[src/sbrp_pkg.sv]
// Package with codes, types and CRC step for the STUN parser
package sbrp_pkg;
    localparam logic [15:0] ATTR_MAPPED   = 16'h0001;
    localparam logic [15:0] ATTR_MAC      = 16'h0008;
    localparam logic [15:0] ATTR_XOR      = 16'h0020;
    localparam logic [15:0] ATTR_PRIO     = 16'h0024;
    localparam logic [15:0] ATTR_FP       = 16'h8028;
    localparam logic [15:0] PORT_MASK     = 16'h2112;
    localparam logic [31:0] CRC_POLY      = 32'hEDB88320;
    localparam logic [16:0] COUNT_MAX     = 17'h1FFFF;

    typedef enum logic [1:0] {
        PH_HDR   = 2'd0,
        PH_VAL   = 2'd1,
        PH_TRAIL = 2'd2
    } phase_t;

    typedef enum logic [3:0] {
        ERR_NONE     = 4'd0,
        ERR_LENGTH   = 4'd1,
        ERR_MAC_PLACE = 4'd2,
        ERR_MAC_LEN  = 4'd3,
        ERR_PRIO_LEN = 4'd4,
        ERR_FP_PLACE = 4'd5,
        ERR_FP_LEN   = 4'd6,
        ERR_CRC      = 4'd7,
        ERR_NO_MAC   = 4'd8,
        ERR_NO_ADDR  = 4'd9,
        ERR_TRAILING = 4'd10
    } err_t;

    typedef struct packed {
        logic [7:0] data_byte;
        logic       last;
    } in_t;

    typedef struct packed {
        logic         ok;
        logic [3:0]   error_code;
        logic [1:0]   family;
        logic [15:0]  port;
        logic [63:0]  addr_high;
        logic [63:0]  addr_low;
        logic [31:0]  priority_res;
        logic         mac_seen;
        logic [16:0]  mac_offset;
    } out_t;

    function automatic logic [31:0] crc_byte(input logic [31:0] c, input logic [7:0] b);
        logic [31:0] r;
        r = c ^ {24'd0, b};
        for (int j = 0; j < 8; j++) begin
            r = (r >> 1) ^ (r[0] ? CRC_POLY : 32'd0);
        end
        return r;
    endfunction
endpackage

[src/sbrp_if.sv]
// Valid/ready stream interfaces for the STUN parser
interface sbrp_in_if;
    logic            valid;
    logic            ready;
    sbrp_pkg::in_t   payload;
    modport source (output valid, output payload, input ready);
    modport sink (input valid, input payload, output ready);
endinterface

interface sbrp_out_if;
    logic            valid;
    logic            ready;
    sbrp_pkg::out_t  payload;
    modport source (output valid, output payload, input ready);
    modport sink (input valid, input payload, output ready);
endinterface

[src/stun_binding_response_parser_unit.sv]
// Top level of the STUN binding response parser
// Parses one message byte per clock; an accepted request updates the parse
// registers in the same cycle and the byte marked last loads the verdict into
// the output register, so a request may follow every cycle. The verdict shows
// on the result channel in the cycle after the last byte. Input is stalled while
// a verdict sits unread in the output register and the result side is not
// ready to take it. The running CRC-32 is one byte of eight bit steps a
// cycle. MESSAGE-INTEGRITY is not verified: mac_offset tells an external
// HMAC unit how many leading bytes it covers.
module stun_binding_response_parser_unit (
    input  logic clk,
    input  logic rst_n,
    input  logic require_mac_we,
    input  logic require_mac_wdata,
    sbrp_in_if.sink    in_ch,
    sbrp_out_if.source out_ch
);
    import sbrp_pkg::*;

    logic         require_mac_reg;
    logic [16:0]  byte_count_reg, byte_count_next;
    logic [127:0] header_reg, header_next;
    logic [15:0]  msg_len_reg, msg_len_next;
    phase_t       phase_reg, phase_next;
    logic [15:0]  atype_reg, atype_next;
    logic [15:0]  alen_reg, alen_next;
    logic [15:0]  aoff_reg, aoff_next;
    logic [31:0]  vshift_reg, vshift_next;
    logic [31:0]  crc_reg, crc_next;
    logic [31:0]  crc_snap_reg, crc_snap_next;
    logic [3:0]   ferr_reg, ferr_next;
    logic         mac_found_reg, mac_found_next;
    logic [1:0]   mac_follow_reg, mac_follow_next;
    logic [16:0]  mac_prefix_reg, mac_prefix_next;
    logic [31:0]  prio_reg, prio_next;
    logic [15:0]  port_reg, port_next;
    logic [1:0]   family_reg, family_next;
    logic [127:0] addr_reg, addr_next;
    logic         out_valid_reg;
    out_t         out_reg, out_next;

    logic accept;
    assign in_ch.ready  = !out_valid_reg || out_ch.ready;
    assign accept       = in_ch.valid && in_ch.ready;
    assign out_ch.valid = out_valid_reg;
    assign out_ch.payload = out_reg;

    always_comb
    begin
        logic [7:0]  b;
        logic [16:0] idx, rel, pos, vidx, endp, kk, hk;
        logic [16:0] cnt_new;
        logic        is_xor;
        logic [4:0]  lim;
        logic [3:0]  err;
        logic [31:0] vs;
        b = in_ch.payload.data_byte;
        idx = byte_count_reg;
        byte_count_next = byte_count_reg; header_next = header_reg;
        msg_len_next = msg_len_reg; phase_next = phase_reg; atype_next = atype_reg;
        alen_next = alen_reg; aoff_next = aoff_reg; vshift_next = vshift_reg;
        crc_next = crc_reg; crc_snap_next = crc_snap_reg; ferr_next = ferr_reg;
        mac_found_next = mac_found_reg; mac_follow_next = mac_follow_reg;
        mac_prefix_next = mac_prefix_reg; prio_next = prio_reg; port_next = port_reg;
        family_next = family_reg; addr_next = addr_reg;
        out_next = out_reg;
        rel = idx - 17'd20;
        pos = rel - {1'b0, aoff_reg};
        vidx = pos - 17'd4;
        endp = {1'b0, aoff_reg} + 17'd4 + {1'b0, alen_reg};
        kk = vidx - 17'd4;
        hk = idx - 17'd4;
        is_xor = (atype_reg == ATTR_XOR);
        lim = (vshift_reg[1:0] == 2'd1) ? 5'd4 : (vshift_reg[1:0] == 2'd2) ? 5'd16 : 5'd0;
        vs = {vshift_reg[23:0], b};
        err = ERR_NONE;
        cnt_new = 17'd0;
        if (accept) begin
            if (idx < 17'd20) begin
                if (idx == 17'd2) msg_len_next[15:8] = b;
                else if (idx == 17'd3) msg_len_next[7:0] = b;
                else if (idx >= 17'd4) header_next[127 - 8*hk[3:0] -: 8] = b;
            end else if (rel < {1'b0, msg_len_reg}) begin
                if (phase_reg == PH_VAL) begin
                    if ((atype_reg == ATTR_MAPPED || is_xor) && alen_reg >= 16'd8) begin
                        if (vidx == 17'd1) begin
                            vshift_next = 32'd0;
                            if (b == 8'd1 && alen_reg == 16'd8) vshift_next = 32'd1;
                            if (b == 8'd2 && alen_reg == 16'd20) vshift_next = 32'd2;
                            if (vshift_next != 32'd0) begin
                                family_next = vshift_next[1:0];
                                addr_next = 128'd0;
                            end
                        end else if (vidx == 17'd2) begin
                            port_next[15:8] = b ^ (is_xor ? PORT_MASK[15:8] : 8'd0);
                        end else if (vidx == 17'd3) begin
                            port_next[7:0] = b ^ (is_xor ? PORT_MASK[7:0] : 8'd0);
                        end else if (vidx >= 17'd4 && kk < {12'd0, lim}) begin
                            addr_next[127 - 8*kk[3:0] -: 8] = addr_reg[127 - 8*kk[3:0] -: 8]
                                | (b ^ (is_xor ? header_reg[127 - 8*kk[3:0] -: 8] : 8'd0));
                        end
                    end else if (atype_reg == ATTR_PRIO || atype_reg == ATTR_FP) begin
                        if (vidx < 17'd4) begin
                            vshift_next = vs;
                            if (vidx == 17'd3) begin
                                if (atype_reg == ATTR_PRIO) prio_next = vs;
                                else if (vs != ~crc_snap_reg && ferr_next == ERR_NONE)
                                    ferr_next = ERR_CRC;
                            end
                        end
                    end
                    if (vidx + 17'd1 == {1'b0, alen_reg}) begin
                        aoff_next = endp[15:0];
                        phase_next = PH_HDR;
                    end
                end else begin
                    if (mac_follow_reg != 2'd0 && pos < 17'd2) begin
                        if (pos == 17'd0) begin
                            if (b != 8'h80) begin
                                if (ferr_next == ERR_NONE) ferr_next = ERR_MAC_PLACE;
                                mac_follow_next = 2'd0;
                            end
                        end else begin
                            if (b != 8'h28) begin
                                if (ferr_next == ERR_NONE) ferr_next = ERR_MAC_PLACE;
                            end else if (mac_follow_reg == 2'd2) begin
                                if (ferr_next == ERR_NONE) ferr_next = ERR_MAC_LEN;
                            end else mac_found_next = 1'b1;
                            mac_follow_next = 2'd0;
                        end
                    end
                    if (phase_reg == PH_HDR) begin
                        if (pos == 17'd0) begin
                            if ({1'b0, msg_len_reg} - rel < 17'd4) phase_next = PH_TRAIL;
                            else begin
                                crc_snap_next = crc_reg;
                                atype_next = {b, 8'd0};
                            end
                        end else if (pos == 17'd1) atype_next[7:0] = b;
                        else if (pos == 17'd2) alen_next = {b, 8'd0};
                        else begin
                            alen_next[7:0] = b;
                            // header complete: classify the attribute
                            endp = {1'b0, aoff_reg} + 17'd4 + {1'b0, alen_reg[15:8], b};
                            vshift_next = 32'd0;
                            if (atype_reg == ATTR_MAC) begin
                                if (endp == {1'b0, msg_len_reg}) begin
                                    if (alen_next != 16'd20) begin
                                        if (ferr_next == ERR_NONE) ferr_next = ERR_MAC_LEN;
                                    end else begin
                                        mac_found_next = 1'b1;
                                        mac_prefix_next = 17'd20 + {1'b0, aoff_reg};
                                    end
                                end else if ({1'b0, endp} + 18'd2 > {2'b0, msg_len_reg}) begin
                                    if (ferr_next == ERR_NONE) ferr_next = ERR_MAC_PLACE;
                                end else begin
                                    mac_follow_next = (alen_next == 16'd20) ? 2'd1 : 2'd2;
                                    mac_prefix_next = 17'd20 + {1'b0, aoff_reg};
                                end
                            end else if (atype_reg == ATTR_PRIO) begin
                                if (alen_next != 16'd4 && ferr_next == ERR_NONE)
                                    ferr_next = ERR_PRIO_LEN;
                            end else if (atype_reg == ATTR_FP) begin
                                if (endp != {1'b0, msg_len_reg}) begin
                                    if (ferr_next == ERR_NONE) ferr_next = ERR_FP_PLACE;
                                end else if (alen_next != 16'd4 && ferr_next == ERR_NONE)
                                    ferr_next = ERR_FP_LEN;
                            end
                            if (alen_next == 16'd0) aoff_next = endp[15:0];
                            else phase_next = PH_VAL;
                        end
                    end
                end
            end
            crc_next = crc_byte(crc_reg, b);
            cnt_new = (idx < COUNT_MAX) ? idx + 17'd1 : idx;
            byte_count_next = cnt_new;

            if (in_ch.payload.last) begin
                if (cnt_new != 17'd20 + {1'b0, msg_len_next}) err = ERR_LENGTH;
                else if (ferr_next != ERR_NONE) err = ferr_next;
                else if (require_mac_reg && !mac_found_next) err = ERR_NO_MAC;
                else if (port_next == 16'd0) err = ERR_NO_ADDR;
                else if (!(phase_next == PH_HDR && aoff_next == msg_len_next))
                    err = ERR_TRAILING;
                out_next = '0;
                out_next.error_code = err;
                if (err == ERR_NONE) begin
                    out_next.ok = 1'b1;
                    out_next.family = family_next;
                    out_next.port = port_next;
                    out_next.addr_high = addr_next[127:64];
                    out_next.addr_low = addr_next[63:0];
                    out_next.priority_res = prio_next;
                    out_next.mac_seen = mac_found_next;
                    out_next.mac_offset = mac_found_next ? mac_prefix_next : 17'd0;
                end
                // drop all packet state for the next message
                byte_count_next = 17'd0; header_next = '0; msg_len_next = '0;
                phase_next = PH_HDR; atype_next = '0; alen_next = '0; aoff_next = '0;
                vshift_next = '0; crc_next = '1; crc_snap_next = '0;
                ferr_next = ERR_NONE; mac_found_next = 1'b0; mac_follow_next = 2'd0;
                mac_prefix_next = '0; prio_next = '0; port_next = '0;
                family_next = '0; addr_next = '0;
            end
        end
    end

    always_ff @(posedge clk or negedge rst_n)
    begin
        if (!rst_n) begin
            require_mac_reg <= 1'b0;
            byte_count_reg <= '0; header_reg <= '0; msg_len_reg <= '0;
            phase_reg <= PH_HDR; atype_reg <= '0; alen_reg <= '0; aoff_reg <= '0;
            vshift_reg <= '0; crc_reg <= '1; crc_snap_reg <= '0; ferr_reg <= ERR_NONE;
            mac_found_reg <= 1'b0; mac_follow_reg <= 2'd0; mac_prefix_reg <= '0;
            prio_reg <= '0; port_reg <= '0; family_reg <= '0; addr_reg <= '0;
            out_valid_reg <= 1'b0;
        end else begin
            if (require_mac_we) require_mac_reg <= require_mac_wdata;
            byte_count_reg <= byte_count_next; header_reg <= header_next;
            msg_len_reg <= msg_len_next; phase_reg <= phase_next;
            atype_reg <= atype_next; alen_reg <= alen_next; aoff_reg <= aoff_next;
            vshift_reg <= vshift_next; crc_reg <= crc_next; crc_snap_reg <= crc_snap_next;
            ferr_reg <= ferr_next; mac_found_reg <= mac_found_next;
            mac_follow_reg <= mac_follow_next; mac_prefix_reg <= mac_prefix_next;
            prio_reg <= prio_next; port_reg <= port_next; family_reg <= family_next;
            addr_reg <= addr_next;
            // hold the verdict until taken; load on the last byte
            if (accept && in_ch.payload.last) out_valid_reg <= 1'b1;
            else if (out_ch.ready) out_valid_reg <= 1'b0;
        end
    end

    always_ff @(posedge clk)
    begin
        out_reg <= out_next;
    end
endmodule

[src/flat_wrapper.sv]
// flat-port wrapper written by rule: the top's interface ports become plain ports
module stun_binding_response_parser_unit_flat import sbrp_pkg::*;
  (clk, rst_n, require_mac_we, require_mac_wdata, in_ch_valid, in_ch_payload, in_ch_ready, out_ch_valid, out_ch_payload, out_ch_ready);
  sbrp_in_if in_ch_i ();
  sbrp_out_if out_ch_i ();
  input  logic clk;
  input  logic rst_n;
  input  logic require_mac_we;
  input  logic require_mac_wdata;
  input wire logic [$bits(in_ch_i.valid)-1:0] in_ch_valid;
  input wire logic [$bits(in_ch_i.payload)-1:0] in_ch_payload;
  output wire logic [$bits(in_ch_i.ready)-1:0] in_ch_ready;
  output wire logic [$bits(out_ch_i.valid)-1:0] out_ch_valid;
  output wire logic [$bits(out_ch_i.payload)-1:0] out_ch_payload;
  input wire logic [$bits(out_ch_i.ready)-1:0] out_ch_ready;
  assign in_ch_i.valid = in_ch_valid;
  assign in_ch_i.payload = in_ch_payload;
  assign in_ch_ready = in_ch_i.ready;
  assign out_ch_valid = out_ch_i.valid;
  assign out_ch_payload = out_ch_i.payload;
  assign out_ch_i.ready = out_ch_ready;
  stun_binding_response_parser_unit u_core (.clk(clk), .rst_n(rst_n), .require_mac_we(require_mac_we), .require_mac_wdata(require_mac_wdata), .in_ch(in_ch_i), .out_ch(out_ch_i));
endmodule
[config.mk]
export PLATFORM = sky130hd
export DESIGN_NAME = stun_binding_response_parser_unit_flat
export DESIGN_NICKNAME = d
export VERILOG_FILES = /design/src/sbrp_pkg.sv /design/src/sbrp_if.sv /design/src/stun_binding_response_parser_unit.sv /design/src/flat_wrapper.sv
export SDC_FILE = /design/constraint.sdc
export NUM_CORES = 2
export LEC_CHECK = 0
export BUFFER_PORTS_ARGS = -buffer_cell sky130_fd_sc_hd__buf_4
export CAP_MARGIN = 20
export CORE_MARGIN = 2
export CORE_UTILIZATION = 40
export CTS_CLUSTER_DIAMETER = 50
export DETAILED_ROUTE_END_ITERATION = 10
export SLEW_MARGIN = 20
export SYNTH_ARGS = -nofsm -noshare
export SYNTH_HDL_FRONTEND = slang
export SYNTH_SLANG_ARGS = --single-unit
[constraint.sdc]
create_clock -name clk -period 15.1 [get_ports clk]
set_input_delay 2.265 -clock clk [delete_from_list [all_inputs] [get_ports clk]]
set_output_delay 2.265 -clock clk [all_outputs]
set_load 0.02 [all_outputs]
==> results.json <==
{
  "syn_avg_cell_area_um2": 9.19,
  "postCtsHoldBufs": 0,
  "insertion_delay_ps": 680,
  "yosys.area.top_type_share_pct": 27.5,
  "nets": 4863,
  "grt.total_usage_pct": 28.5,
  "grt_max_degree": 155,
  "drt_first_pass_iters": 8,
  "finalInstanceArea_um2": 49000,
  "synth-edff-count": 201,
  "place_congestion": 1.00,
  "rows": 119,
  "cts-htree-levels": 3,
  "pre_cts_ws_ps": 5260,
  "cts_resized": 0,
  "cts_sinks": 704,
  "crit_type": "flip-flop to flip-flop",
  "die_h_um": 331,
  "seq_area_frac_synth_pct": 43.6,
  "crit_fanout": 154,
  "drv_slew": 0,
  "syn_nets": 4772,
  "drv_cap": 0,
  "cts_buffers": 93,
  "synth_area_leaders": "dfrtp_1 (28%), edfxtp_1 (14%), nand2_1 (7.8%), xnor2_1 (4.4%), mux4_2 (4.1%)",
  "slew_headroom_pct": 23.6,
  "async_reset_ff_share_pct": 71.4,
  "cp-end-kind": "flip-flop",
  "cp.arrival_ps": 10600,
  "clk_pin_slew_ps": 60,
  "viasPerCell": 6.05,
  "synth_flop_cell": "dfrtp_1",
  "area_growth_pct": 14.6,
  "synth_area_um2": 42800,
  "startpoint_type": "flip-flop",
  "hold_path.class": "flip-flop to flip-flop",
  "yosysWarnings": 0,
  "vias": 37668,
  "drtAntennaViolNets": 0,
  "core_region_area_um2": 106000,
  "vdd_ir_drop_max_mv": 0.137,
  "synth_area_leader_cell": "dfrtp_1",
  "synth.distinct_cells": 102,
  "rsz0062_at_grt": "false",
  "power.density_nw_per_um2": 166,
  "p_leak_nw": 19.3,
  "layout.cells.non_filler": 6222,
  "path_buf_inv": 3,
  "post_cts_buffers": 0,
  "antenna_found_initial": 5,
  "status": "complete, no violations",
  "synthTopCellsByCount": "nand2_1 (893), dfrtp_1 (471), o21ai_0 (319)",
  "drive_gt1_share_pct": 15.8,
  "final_core_util_pct": 46.4,
  "initial_core_util_pct": 40.5,
  "cts_max_path_buffers": 3,
  "finalSetupViolCount": 0,
  "netlist_instances": 4658,
  "fp.dieW_um": 331,
  "yosysMostFrequentCell": "nand2_1",
  "slowest_stage": "or4_1",
  "ys_ff_latch": 704,
  "crit_family": "simple AND/OR/NAND/NOR gates",
  "setup_ws_ps": 5010,
  "grt_pass1_wl_um": 235000,
  "overflow": 0,
  "drt_wl_total_um": 159000,
  "finalHoldViolCount": 0,
  "die_area_um2": 110000,
  "cpMostUsedCell": "nand2_1",
  "max_stage_delay_ps": 900,
  "largest_register_ff_count": 201,
  "fmax_ghz": 0.0991,
  "cts_root_buffer": "clkbuf_16",
  "placed_cells": 6044,
  "wl_per_cell_um": 25.5,
  "io_buffers": 217,
  "cts_tree": "yes",
  "fin_worst_skew_ps": 49.5,
  "grt_pass1_vias": 35393,
  "hpwl_um": 113000,
  "tightest_slew_ps": 1140,
  "placed_area_um2": 45700,
  "num_io_pins": 218,
  "period_minus_slack_ps": 10090,
  "worstPathRequired_ps": 15610,
  "cp_cell_sequence": "inv_1 -> ha_1 -> inv_1 -> ha_1 -> or2_1 -> o22ai_2 -> xor2_2 -> ha_1 -> nand2_1 -> nor4_2 -> or2_2 -> nand2_1 -> or4_1 -> a21o_1 -> a2111oi_2 -> nand2_1 -> or4_1 -> and3_1 -> o21ai_1 -> nand2_1 -> or4_1 -> or4_4 -> buf_12 -> a21oi_2",
  "drtIter0Drc": 4477,
  "remaining_drc_errors": 0,
  "tns_ps": 0,
  "period_share_pct": 66.8
}
-- metrics by stage --
step / power (W) / hold slack, ps
6_report: 0.00815 / 468
5_1_grt: 0.00853 / 491
4_1_cts: 0.00811 / 470
3_5_place_dp: 0.00577 / 456
3_3_place_gp: 0.00576 / 450
2_1_floorplan: 0.00477 / 438
-- final timing paths --
kind	cells past startpoint	from	slack, ps	end
min in group asynchronous	1	rst_n	1650	u_core.mac_prefix_reg[16]$_DFFE_PN0P_
hold reg to reg	2	u_core.header_reg[51]$_DFFE_PN0P_	470	u_core.header_reg[51]$_DFFE_PN0P_
hold / removal	2	u_core.header_reg[51]$_DFFE_PN0P_	470	u_core.header_reg[51]$_DFFE_PN0P_
max in group asynchronous	3	rst_n	11020	u_core.crc_snap_reg[11]$_DFFE_PN0P_
setup reg to reg	24	u_core.byte_count_reg[2]$_DFFE_PN0P_	5010	u_core.out_ch.payload[68]$_SDFFCE_PP0P_
setup / recovery	24	u_core.byte_count_reg[2]$_DFFE_PN0P_	5010	u_core.out_ch.payload[68]$_SDFFCE_PP0P_
-- placed cells by master (no fill, tap or decap), types with 64 or more instances in the layout --
cell	n
a21boi_0	64
a21o_1	95
a21oi_1	293
a21oi_2	115
buf_4	301
clkbuf_16	94
dfrtp_1	471
edfxtp_1	201
ha_1	95
inv_1	121
mux4_2	78
nand2_1	892
nand3_1	91
nor2_1	262
nor3_1	95
o21ai_0	319
xnor2_1	214
-- final cells by class --
type | instances | area [um2]
sequential | 704 | 18700
fill | 10122 | 56700
multi-input combinational | 3514 | 22500
clock inverter | 60 | 768
tap | 1391 | 1740
clock buffer | 116 | 2490
antenna | 1 | 2.50
inverter | 129 | 484
timing repair buffer | 307 | 2350
-- report_power, final --
group	total (W)	internal [W]	leakage [nW]	switching [W]
sequential	0.00235	0.00216	8.76	0.000196
clock	0.00233	0.00137	1.56	0.000953
combinational	0.00347	0.00124	9.01	0.00223
total	0.00815	0.00477	19.3	0.00338
-- metal layers --
metal  global-route usage [%]  vias up  part of all wire (%)
met5                        0        -                 0.023
met4                     10.3        6                   3.8
met3                     6.01      314                   9.8
met2                     43.4     1864                    44
met1                     40.0    18608                    42
li1                         -    16876                     -
-- worst register-to-register path, delay by kind of cell (launching register included) --
kind                     cells  cell delay [ps]
XOR/XNOR                     1              340
adder cells (fa/ha/maj)      3             1300
AO/OA/AOI/OAI                5             2110
buffers and inverters        3             1040
flip-flops                   1              630
AND/OR/NAND/NOR             12             4510
-- logic make-up after synthesis --
logic type / Yosys count / synth area share, %
simple gates: 1720 / 18.3
flops: 704 / 43.6
compound gates: 1288 / 19.8
mux: 123 / 5.21
buf+inv: 440 / 4.15
fa+ha+maj: 99 / 2.95
xor+xnor: 284 / 5.98
Note: power is estimated with default switching activity, not from simulation.
